**src/utr_pkg.sv**
```systemverilog
`timescale 1ns / 1ps
`default_nettype none
// Package for the USB host transaction retry block.
// Holds the item, state, configuration and result types and the fixed codes.
package utr_pkg;

  typedef enum logic [1:0] {
    MODE_START = 2'd0,
    MODE_TICK  = 2'd1,
    MODE_DONE  = 2'd2,
    MODE_NONE  = 2'd3
  } mode_t;

  // Register indexes on the configuration port.
  localparam logic [1:0] CFG_DEADLINE     = 2'd0;
  localparam logic [1:0] CFG_NAK_BUDGET   = 2'd1;
  localparam logic [1:0] CFG_RETRY_BUDGET = 2'd2;

  // Handshake result codes.
  localparam logic [3:0] NAK_CODE         = 4'd4;
  localparam logic [3:0] BUS_TIMEOUT_CODE = 4'd14;
  localparam logic [3:0] NO_DONE_CODE     = 4'hf;

  localparam logic [15:0] DEADLINE_RST     = 16'd5000;
  localparam logic [15:0] NAK_BUDGET_RST   = 16'd32000;
  localparam logic [7:0]  RETRY_BUDGET_RST = 8'd3;

  typedef struct packed {
    mode_t      mode;
    logic [3:0] token_code;
    logic [3:0] endpoint_address;
    logic [3:0] handshake_result;
  } item_t;

  typedef struct packed {
    logic [15:0] deadline_ms;
    logic [15:0] nak_budget;
    logic [7:0]  retry_budget;
  } cfg_t;

  typedef struct packed {
    logic        active;
    logic [7:0]  held_word;
    logic [15:0] ms_remaining;
    logic [15:0] nak_seen;
    logic [7:0]  timeouts_seen;
  } xact_t;

  typedef struct packed {
    logic       launch;
    logic [7:0] launch_word;
    logic       finished;
    logic [3:0] final_result;
    logic       timed_out;
    logic       busy_res;
  } result_t;

endpackage

`default_nettype wire

```
**src/usb_host_transfer_retry.sv**
```systemverilog
`timescale 1ns / 1ps
`default_nettype none
// Top level of the USB host transaction retry sequencer.
// Depends on utr_pkg, utr_cfg and utr_step.
//
// This block sequences one USB host transaction at a time. A start transaction
// latches the token and endpoint into a launch word, loads the millisecond
// deadline, clears the NAK and bus-timeout counters and issues the launch word.
// Tick transactions count the deadline down; when it runs out while a transfer
// is in flight the transaction ends with timed_out set and a final result of
// 0xF. A completion transaction carries the handshake result: a NAK or bus
// timeout relaunches the same word until its budget is reached, and any other
// result ends the transaction at once. Every input transaction yields exactly
// one result transaction. Each item is held in the input register and then
// passes through the update logic into the output register, and a new item is
// accepted every cycle while out_stall does not hold the output register; the
// throughput is then one item per clock. The output register lets the next
// item be taken while a finished result still waits on out_stall.
// Configuration registers are written through the cfg port, which is always
// ready, and should only be changed while no transaction is in the pipeline.
module usb_host_transfer_retry (
  input  wire logic        clk,
  input  wire logic        rst_n,

  input  wire logic        in_valid,
  output logic             in_stall,
  input  wire logic [1:0]  in_mode,
  input  wire logic [3:0]  in_token_code,
  input  wire logic [3:0]  in_endpoint_address,
  input  wire logic [3:0]  in_handshake_result,

  output logic             out_valid,
  input  wire logic        out_stall,
  output logic             out_launch,
  output logic [7:0]       out_launch_word,
  output logic             out_finished,
  output logic [3:0]       out_final_result,
  output logic             out_timed_out,
  output logic             out_busy_res,

  input  wire logic        cfg_valid,
  output logic             cfg_ready,
  input  wire logic [1:0]  cfg_index,
  input  wire logic [15:0] cfg_data
);
  import utr_pkg::*;

  cfg_t    cfg;
  item_t   s1_item_r;
  logic    s1_valid_r;
  xact_t   xact_r;
  xact_t   xact_nxt;
  result_t step_res;
  result_t out_res_r;
  logic    out_valid_r;
  logic    advance;

  utr_cfg u_cfg (
    .clk       (clk),
    .rst_n     (rst_n),
    .cfg_valid (cfg_valid),
    .cfg_ready (cfg_ready),
    .cfg_index (cfg_index),
    .cfg_data  (cfg_data),
    .cfg       (cfg)
  );

  utr_step u_step (
    .item (s1_item_r),
    .cfg  (cfg),
    .cur  (xact_r),
    .nxt  (xact_nxt),
    .res  (step_res)
  );

  // The output register can take a new result when it is empty or being drained.
  assign advance  = !out_valid_r || !out_stall;
  // The input register is free when it is empty or its item moves on this cycle.
  assign in_stall = s1_valid_r && !advance;

  always_ff @(posedge clk) begin
    if (!rst_n) begin
      s1_valid_r <= 1'b0;
    end else if (!in_stall) begin
      s1_valid_r <= in_valid;
    end
  end

  always_ff @(posedge clk) begin
    if (in_valid && !in_stall) begin
      s1_item_r <= '{mode:             mode_t'(in_mode),
                     token_code:       in_token_code,
                     endpoint_address: in_endpoint_address,
                     handshake_result: in_handshake_result};
    end
  end

  // Transaction state commits as the item moves into the output register.
  always_ff @(posedge clk) begin
    if (!rst_n) begin
      xact_r <= '0;
    end else if (s1_valid_r && advance) begin
      xact_r <= xact_nxt;
    end
  end

  always_ff @(posedge clk) begin
    if (!rst_n) begin
      out_valid_r <= 1'b0;
    end else if (advance) begin
      out_valid_r <= s1_valid_r;
    end
  end

  always_ff @(posedge clk) begin
    if (s1_valid_r && advance) begin
      out_res_r <= step_res;
    end
  end

  assign out_valid        = out_valid_r;
  assign out_launch       = out_res_r.launch;
  assign out_launch_word  = out_res_r.launch_word;
  assign out_finished     = out_res_r.finished;
  assign out_final_result = out_res_r.final_result;
  assign out_timed_out    = out_res_r.timed_out;
  assign out_busy_res     = out_res_r.busy_res;

endmodule

`default_nettype wire

```
**src/utr_cfg.sv**
```systemverilog
`timescale 1ns / 1ps
`default_nettype none
// Configuration register file for the transaction retry block.
// Depends on utr_pkg for the register indexes and reset values.
module utr_cfg (
  input  wire logic         clk,
  input  wire logic         rst_n,
  input  wire logic         cfg_valid,
  output logic              cfg_ready,
  input  wire logic [1:0]   cfg_index,
  input  wire logic [15:0]  cfg_data,
  output utr_pkg::cfg_t     cfg
);
  import utr_pkg::*;

  cfg_t cfg_r;
  cfg_t cfg_nxt;

  assign cfg_ready = 1'b1;
  assign cfg      = cfg_r;

  always_comb begin
    cfg_nxt = cfg_r;
    if (cfg_valid) begin
      case (cfg_index)
        CFG_DEADLINE:     cfg_nxt.deadline_ms  = cfg_data;
        CFG_NAK_BUDGET:   cfg_nxt.nak_budget   = cfg_data;
        CFG_RETRY_BUDGET: cfg_nxt.retry_budget = cfg_data[7:0];
        default:          cfg_nxt = cfg_r;
      endcase
    end
  end

  always_ff @(posedge clk) begin
    if (!rst_n) begin
      cfg_r.deadline_ms  <= DEADLINE_RST;
      cfg_r.nak_budget   <= NAK_BUDGET_RST;
      cfg_r.retry_budget <= RETRY_BUDGET_RST;
    end else begin
      cfg_r <= cfg_nxt;
    end
  end

endmodule

`default_nettype wire

```
**src/utr_step.sv**
```systemverilog
`timescale 1ns / 1ps
`default_nettype none
// Next-state and result logic for one transaction item.
// Depends on utr_pkg for the item, state, configuration and result types.
module utr_step (
  input  utr_pkg::item_t   item,
  input  utr_pkg::cfg_t    cfg,
  input  utr_pkg::xact_t   cur,
  output utr_pkg::xact_t   nxt,
  output utr_pkg::result_t res
);
  import utr_pkg::*;

  logic [15:0] nak_inc;
  logic [7:0]  tmo_inc;
  logic        done;

  assign nak_inc = (cur.nak_seen == 16'hffff) ? cur.nak_seen : cur.nak_seen + 16'd1;
  assign tmo_inc = (cur.timeouts_seen == 8'hff) ? cur.timeouts_seen
                                                : cur.timeouts_seen + 8'd1;

  always_comb begin
    nxt  = cur;
    res  = '0;
    done = 1'b1;
    case (item.mode)
      MODE_START: begin
        nxt.held_word     = {item.token_code, item.endpoint_address};
        nxt.ms_remaining  = cfg.deadline_ms;
        nxt.nak_seen      = '0;
        nxt.timeouts_seen = '0;
        nxt.active        = 1'b1;
        res.launch        = 1'b1;
        res.launch_word   = {item.token_code, item.endpoint_address};
      end
      MODE_TICK: begin
        if (cur.active) begin
          if (cur.ms_remaining <= 16'd1) begin
            nxt.ms_remaining = '0;
            nxt.active       = 1'b0;
            res.finished     = 1'b1;
            res.timed_out    = 1'b1;
            res.final_result = NO_DONE_CODE;
          end else begin
            nxt.ms_remaining = cur.ms_remaining - 16'd1;
          end
        end
      end
      MODE_DONE: begin
        if (cur.active) begin
          // A NAK takes precedence should both codes ever coincide.
          if (item.handshake_result == NAK_CODE) begin
            nxt.nak_seen = nak_inc;
            done = (nak_inc >= cfg.nak_budget);
          end else if (item.handshake_result == BUS_TIMEOUT_CODE) begin
            nxt.timeouts_seen = tmo_inc;
            done = (tmo_inc >= cfg.retry_budget);
          end
          if (done) begin
            nxt.active       = 1'b0;
            res.finished     = 1'b1;
            res.final_result = item.handshake_result;
          end else begin
            res.launch      = 1'b1;
            res.launch_word = cur.held_word;
          end
        end
      end
      default: begin
        nxt = cur;
      end
    endcase
    res.busy_res = nxt.active;
  end

endmodule

`default_nettype wire

```
**config.mk**
```make
export PLATFORM = sky130hd
export DESIGN_NAME = usb_host_transfer_retry
export DESIGN_NICKNAME = d
export VERILOG_FILES = /design/src/utr_pkg.sv /design/src/usb_host_transfer_retry.sv /design/src/utr_cfg.sv /design/src/utr_step.sv
export SDC_FILE = /design/constraint.sdc
export NUM_CORES = 1
export LEC_CHECK = 0
export BUFFER_PORTS_ARGS = -buffer_cell sky130_fd_sc_hd__buf_2
export CAP_MARGIN = 20
export CORE_ASPECT_RATIO = 1.25
export CORE_MARGIN = 3
export CORE_UTILIZATION = 54
export DETAILED_ROUTE_END_ITERATION = 8
export GPL_TIMING_DRIVEN = 0
export PLACE_DENSITY = 0.8
export RECOVER_POWER = 50
export SLEW_MARGIN = 0
export SYNTH_ARGS = -nofsm -noshare
export SYNTH_HDL_FRONTEND = slang
export SYNTH_SLANG_ARGS = --single-unit
export TNS_END_PERCENT = 50
```
**constraint.sdc**
```tcl
create_clock -name clk -period 3.1 [get_ports clk]
set_input_delay 0.62 -clock clk [delete_from_list [all_inputs] [get_ports clk]]
set_output_delay 0.62 -clock clk [all_outputs]
set_load 0.1 [all_outputs]
```
==> impl_metrics.sql <==
INSERT INTO impl_metrics (metric_group, metric, value, unit) VALUES
('cells_and_area', 'layout-area-overhead-vs-synth', '24.3', '%'),
('setup_path', 'crit_path_required_time', '3.37', 'ns'),
('synth', 'synth.distinct_cells', '63', ''),
('power', 'power.ir.vdd_worst', '481', 'uV'),
('floorplanning', 'die_w', '100', 'um'),
('setup_path', 'slowest_delay', '0.58', 'ns'),
('setup_path', 'timing.critical_path.arrival', '3.65', 'ns'),
('placed_design', 'place_congestion', '0.951', ''),
('route', 'finalWirelength', '17100', 'um'),
('clocking', 'cts_max_path_buffers', '2', ''),
('timing', 'tightestPinTransition', '1.19', 'ns'),
('cells_and_area', 'layout.cells.most_common_list', 'sky130_fd_sc_hd__nand2_1, sky130_fd_sc_hd__dfxtp_1, sky130_fd_sc_hd__a21oi_1', ''),
('placed_design', 'numPortBuffers', '53', ''),
('setup_path', 'timing.critical_path.mode_cell', 'sky130_fd_sc_hd__nand2_1', ''),
('synth', 'yosys_warnings', '0', ''),
('power', 'seq_power_share', '41.2', '%'),
('power', 'cellInternalPower', '3.09', 'mW'),
('outcome', 'status', 'complete, but fails checks', ''),
('synth', 'cell_count_after_synthesis', '686', ''),
('outcome', 'violations', 'setup timing', ''),
('global_route', 'grt_start_max_net_pins', '26', ''),
('synth', 'synth_top_area_cell', 'sky130_fd_sc_hd__dfxtp_1', ''),
('synth', 'netlist.area_leader.share', '30.3', '%'),
('setup_path', 'timing.critical_path.slowest_stage_cell', 'sky130_fd_sc_hd__or4_4', ''),
('cells_and_area', 'drive_gt1_share', '18.7', '%'),
('route', 'routedWlPerCell', '18.4', 'um'),
('synth', 'synth_flop_cell', 'sky130_fd_sc_hd__dfxtp_1', ''),
('timing', 'fin_ws', '-0.274', 'ns'),
('route', 'detailedRoute.firstIterationViolations', '454', ''),
('clocking', 'number_of_buffers_inserted_during_clock_tree_synthesis', '17', ''),
('route', 'drt_pre_antenna_iters', '5', ''),
('synth', 'post_synth_mux_area_share', '2.08', '%'),
('clocking', 'htree_levels', '4', ''),
('synth', 'fraction_of_the_mapped_netlist_area_in_adder_cells', '6.65', '%'),
('synth', 'ys_ff_latch', '121', ''),
('global_route', 'initial_antenna_violation_count', '0', ''),
('power', 'p_total', '4.10', 'mW'),
('route', 'post_drt_via_cell_ratio', '6.13', ''),
('setup_path', 'crit_fanout', '6', ''),
('global_route', 'grt-ovfl-total', '0', ''),
('timing', 'slew_violations', '0', ''),
('timing', 'final_period_minus_worst_setup_slack', '3.37', 'ns'),
('route', 'postRouteAntennaNets', '0', ''),
('floorplanning', 'design.core.area', '0.0107', 'sq mm'),
('timing', 'clock_skew', '0.00486', 'ns'),
('power', 'p_leak', '2.92', 'nW'),
('global_route', 'grt.total_usage', '26.6', '%'),
('timing', 'max-slew-margin-rel', '21.1', '%'),
('cells_and_area', 'n_antenna_cell', '0', ''),
('route', 'drc', '0', ''),
('timing', 'fmax', '296', 'MHz'),
('power', 'clock_network_fraction_of_design_power', '49.6', '%'),
('power', 'cellPowerDensity', '547', 'mW/mm^2'),
('floorplanning', 'floorplan.die_area', '0.0125', 'sq mm'),
('timing', 'report.final.setup_viol', '13', ''),
('timing', 'period_share', '109', '%'),
('synth', 'dominant_combinational_cell_family_by_area_after_synthesis', 'simple AND/OR/NAND/NOR gates', ''),
('power', 'fraction_of_power_spent_switching_nets', '24.7', '%'),
('power', 'total_switching_power', '1.01', 'mW'),
('cells_and_area', 'leading_cell_type_in_the_layout_fill_and_taps_excluded', 'sky130_fd_sc_hd__nand2_1', ''),
('floorplanning', 'std_cell_rows', '42', ''),
('cells_and_area', 'multi_input_area', '0.00324', 'sq mm'),
('synth', 'mean_post_synth_cell_area', '8.78', 'sq um'),
('synth', 'ys_async_sr_fraction', '0', '%'),
('timing', 'rsz0062_at_grt', 'yes', ''),
('placed_design', 'detailedPlace.worstSlack', '-0.632', 'ns'),
('hold_path', 'hold_removal_path_class', 'input port to flip-flop', ''),
('floorplanning', 'die_extent_in_y', '124', 'um'),
('synth', 'synth-edff-count', '30', ''),
('setup_path', 'worst_setup_path_end_kind', 'flip-flop', ''),
('synth', 'compound_cell_area_share_of_the_yosys_netlist', '19.1', '%');
-- metal layers --
metal | global-route usage (%) | share of wire [%] | vias up
li1 | - | - | 2654
met1 | 30.0 | 38 | 2696
met2 | 47.8 | 52 | 268
met3 | 5.38 | 6.2 | 68
met4 | 12.4 | 3.6 | 0
met5 | 0 | 0 | -
-- synth_stat cells (3+ instances only) --
library cell	n
sky130_fd_sc_hd__a211oi_1	3
sky130_fd_sc_hd__a21o_1	3
sky130_fd_sc_hd__a21oi_1	62
sky130_fd_sc_hd__a22o_1	15
sky130_fd_sc_hd__a22oi_1	7
sky130_fd_sc_hd__a311oi_1	3
sky130_fd_sc_hd__a31oi_1	14
sky130_fd_sc_hd__a32o_1	3
sky130_fd_sc_hd__and2_1	3
sky130_fd_sc_hd__and3_1	8
sky130_fd_sc_hd__buf_1	3
sky130_fd_sc_hd__buf_2	3
sky130_fd_sc_hd__clkbuf_1	20
sky130_fd_sc_hd__dfxtp_1	91
sky130_fd_sc_hd__edfxtp_1	30
sky130_fd_sc_hd__ha_1	32
sky130_fd_sc_hd__inv_1	37
sky130_fd_sc_hd__mux2_2	4
sky130_fd_sc_hd__mux2i_1	8
sky130_fd_sc_hd__nand2_1	116
sky130_fd_sc_hd__nand2b_1	5
sky130_fd_sc_hd__nand3_1	33
sky130_fd_sc_hd__nand3b_1	3
sky130_fd_sc_hd__nand4_1	11
sky130_fd_sc_hd__nor2_1	51
sky130_fd_sc_hd__nor3_1	11
sky130_fd_sc_hd__nor4_4	3
sky130_fd_sc_hd__o211ai_1	8
sky130_fd_sc_hd__o21a_1	7
sky130_fd_sc_hd__o21ai_0	22
sky130_fd_sc_hd__o21ai_1	12
sky130_fd_sc_hd__or3_1	4
sky130_fd_sc_hd__xnor2_1	12
-- per-stage QoR --
stage | cell area, sq um | util, % | hold WS, ns | TNS (ns) | cells
after global routing | 7490 | 69.8 | 0.370 | -2.97 | 927
after detailed placement | 6500 | 60.6 | 0.450 | -7.05 | 872
after CTS | 7310 | 68.2 | 0.373 | -0.675 | 915
after global placement | 6490 | 60.5 | 0.441 | -5.27 | 871
final | 7490 | 69.8 | 0.378 | -1.83 | 927
after floorplan | 6060 | - | 0.436 | -0.0148 | 686
-- final cells by class --
cell class | count | area share [%]
clock inverters | 15 | 2.44
repair buffers | 81 | 6.00
well taps | 132 | 2.21
clock buffers | 17 | 5.68
flip-flops and latches | 121 | 36.9
plain buffers | 25 | 1.57
inverters | 38 | 1.91
multi-input cells | 498 | 43.3
-- cells by family (layout without fill, tap and decap cells) --
logic type               after synthesis  in the layout
multiplexers                          12             12
other                                  1              1
AO/OA/AOI/OAI                        179            179
XOR/XNOR                              14             14
AND/OR/NAND/NOR                      260            260
adder cells (fa/ha/maj)               32             32
flip-flops                           121            121
buffers and inverters                 67            176
-- power by group through the flow --
stage | sequential, mW | combinational (mW) | clock (mW)
after floorplan | 1.80 | 0.180 | 0
after global routing | 1.69 | 0.404 | 2.11
final | 1.69 | 0.378 | 2.03
after global placement | 1.73 | 0.350 | 0
after detailed placement | 1.73 | 0.361 | 0
after CTS | 1.70 | 0.369 | 2.03
-- final timing paths --
check,start,endpoint,slack (ns)
max reg2reg,xact_r[18],out_final_result[2],-0.27
min reg2reg,xact_r[40],xact_r[40],0.46
max,xact_r[18],out_final_result[2],-0.27
min,in_token_code[0],s1_item_r[8],0.38
-- flip-flops by register name (all words and copies together) (netlist names) --
name / flops
out_timed_out: 1
u_cfg.cfg: 40
xact_r: 49
out_launch: 1
s1_item_r: 14
out_busy_res: 1
s1_valid_r: 1
out_final_result: 4
out_valid: 1
out_launch_word: 8
out_finished: 1
-- timing repair --
item,CTS,global route
hold endpoints to repair,0,0
setup endpoints to repair,15,15
gates resized for setup,31,33
buffers inserted,14,13
hold buffers,0,0
pin swaps,16,33
-- worst max-delay path, delay by kind of cell (launching register included) --
| family | cells | cell delay, ns |
|---|---|---|
| DFF | 1 | 0.37 |
| adders and majority gates | 1 | 0.33 |
| xor gates and xnor gates | 1 | 0.09 |
| AOI/OAI and AO/OA | 4 | 0.72 |
| buffers and inverters | 1 | 0.11 |
| and+or+nand+nor | 6 | 1.62 |
(Power assumes the default switching activity.)
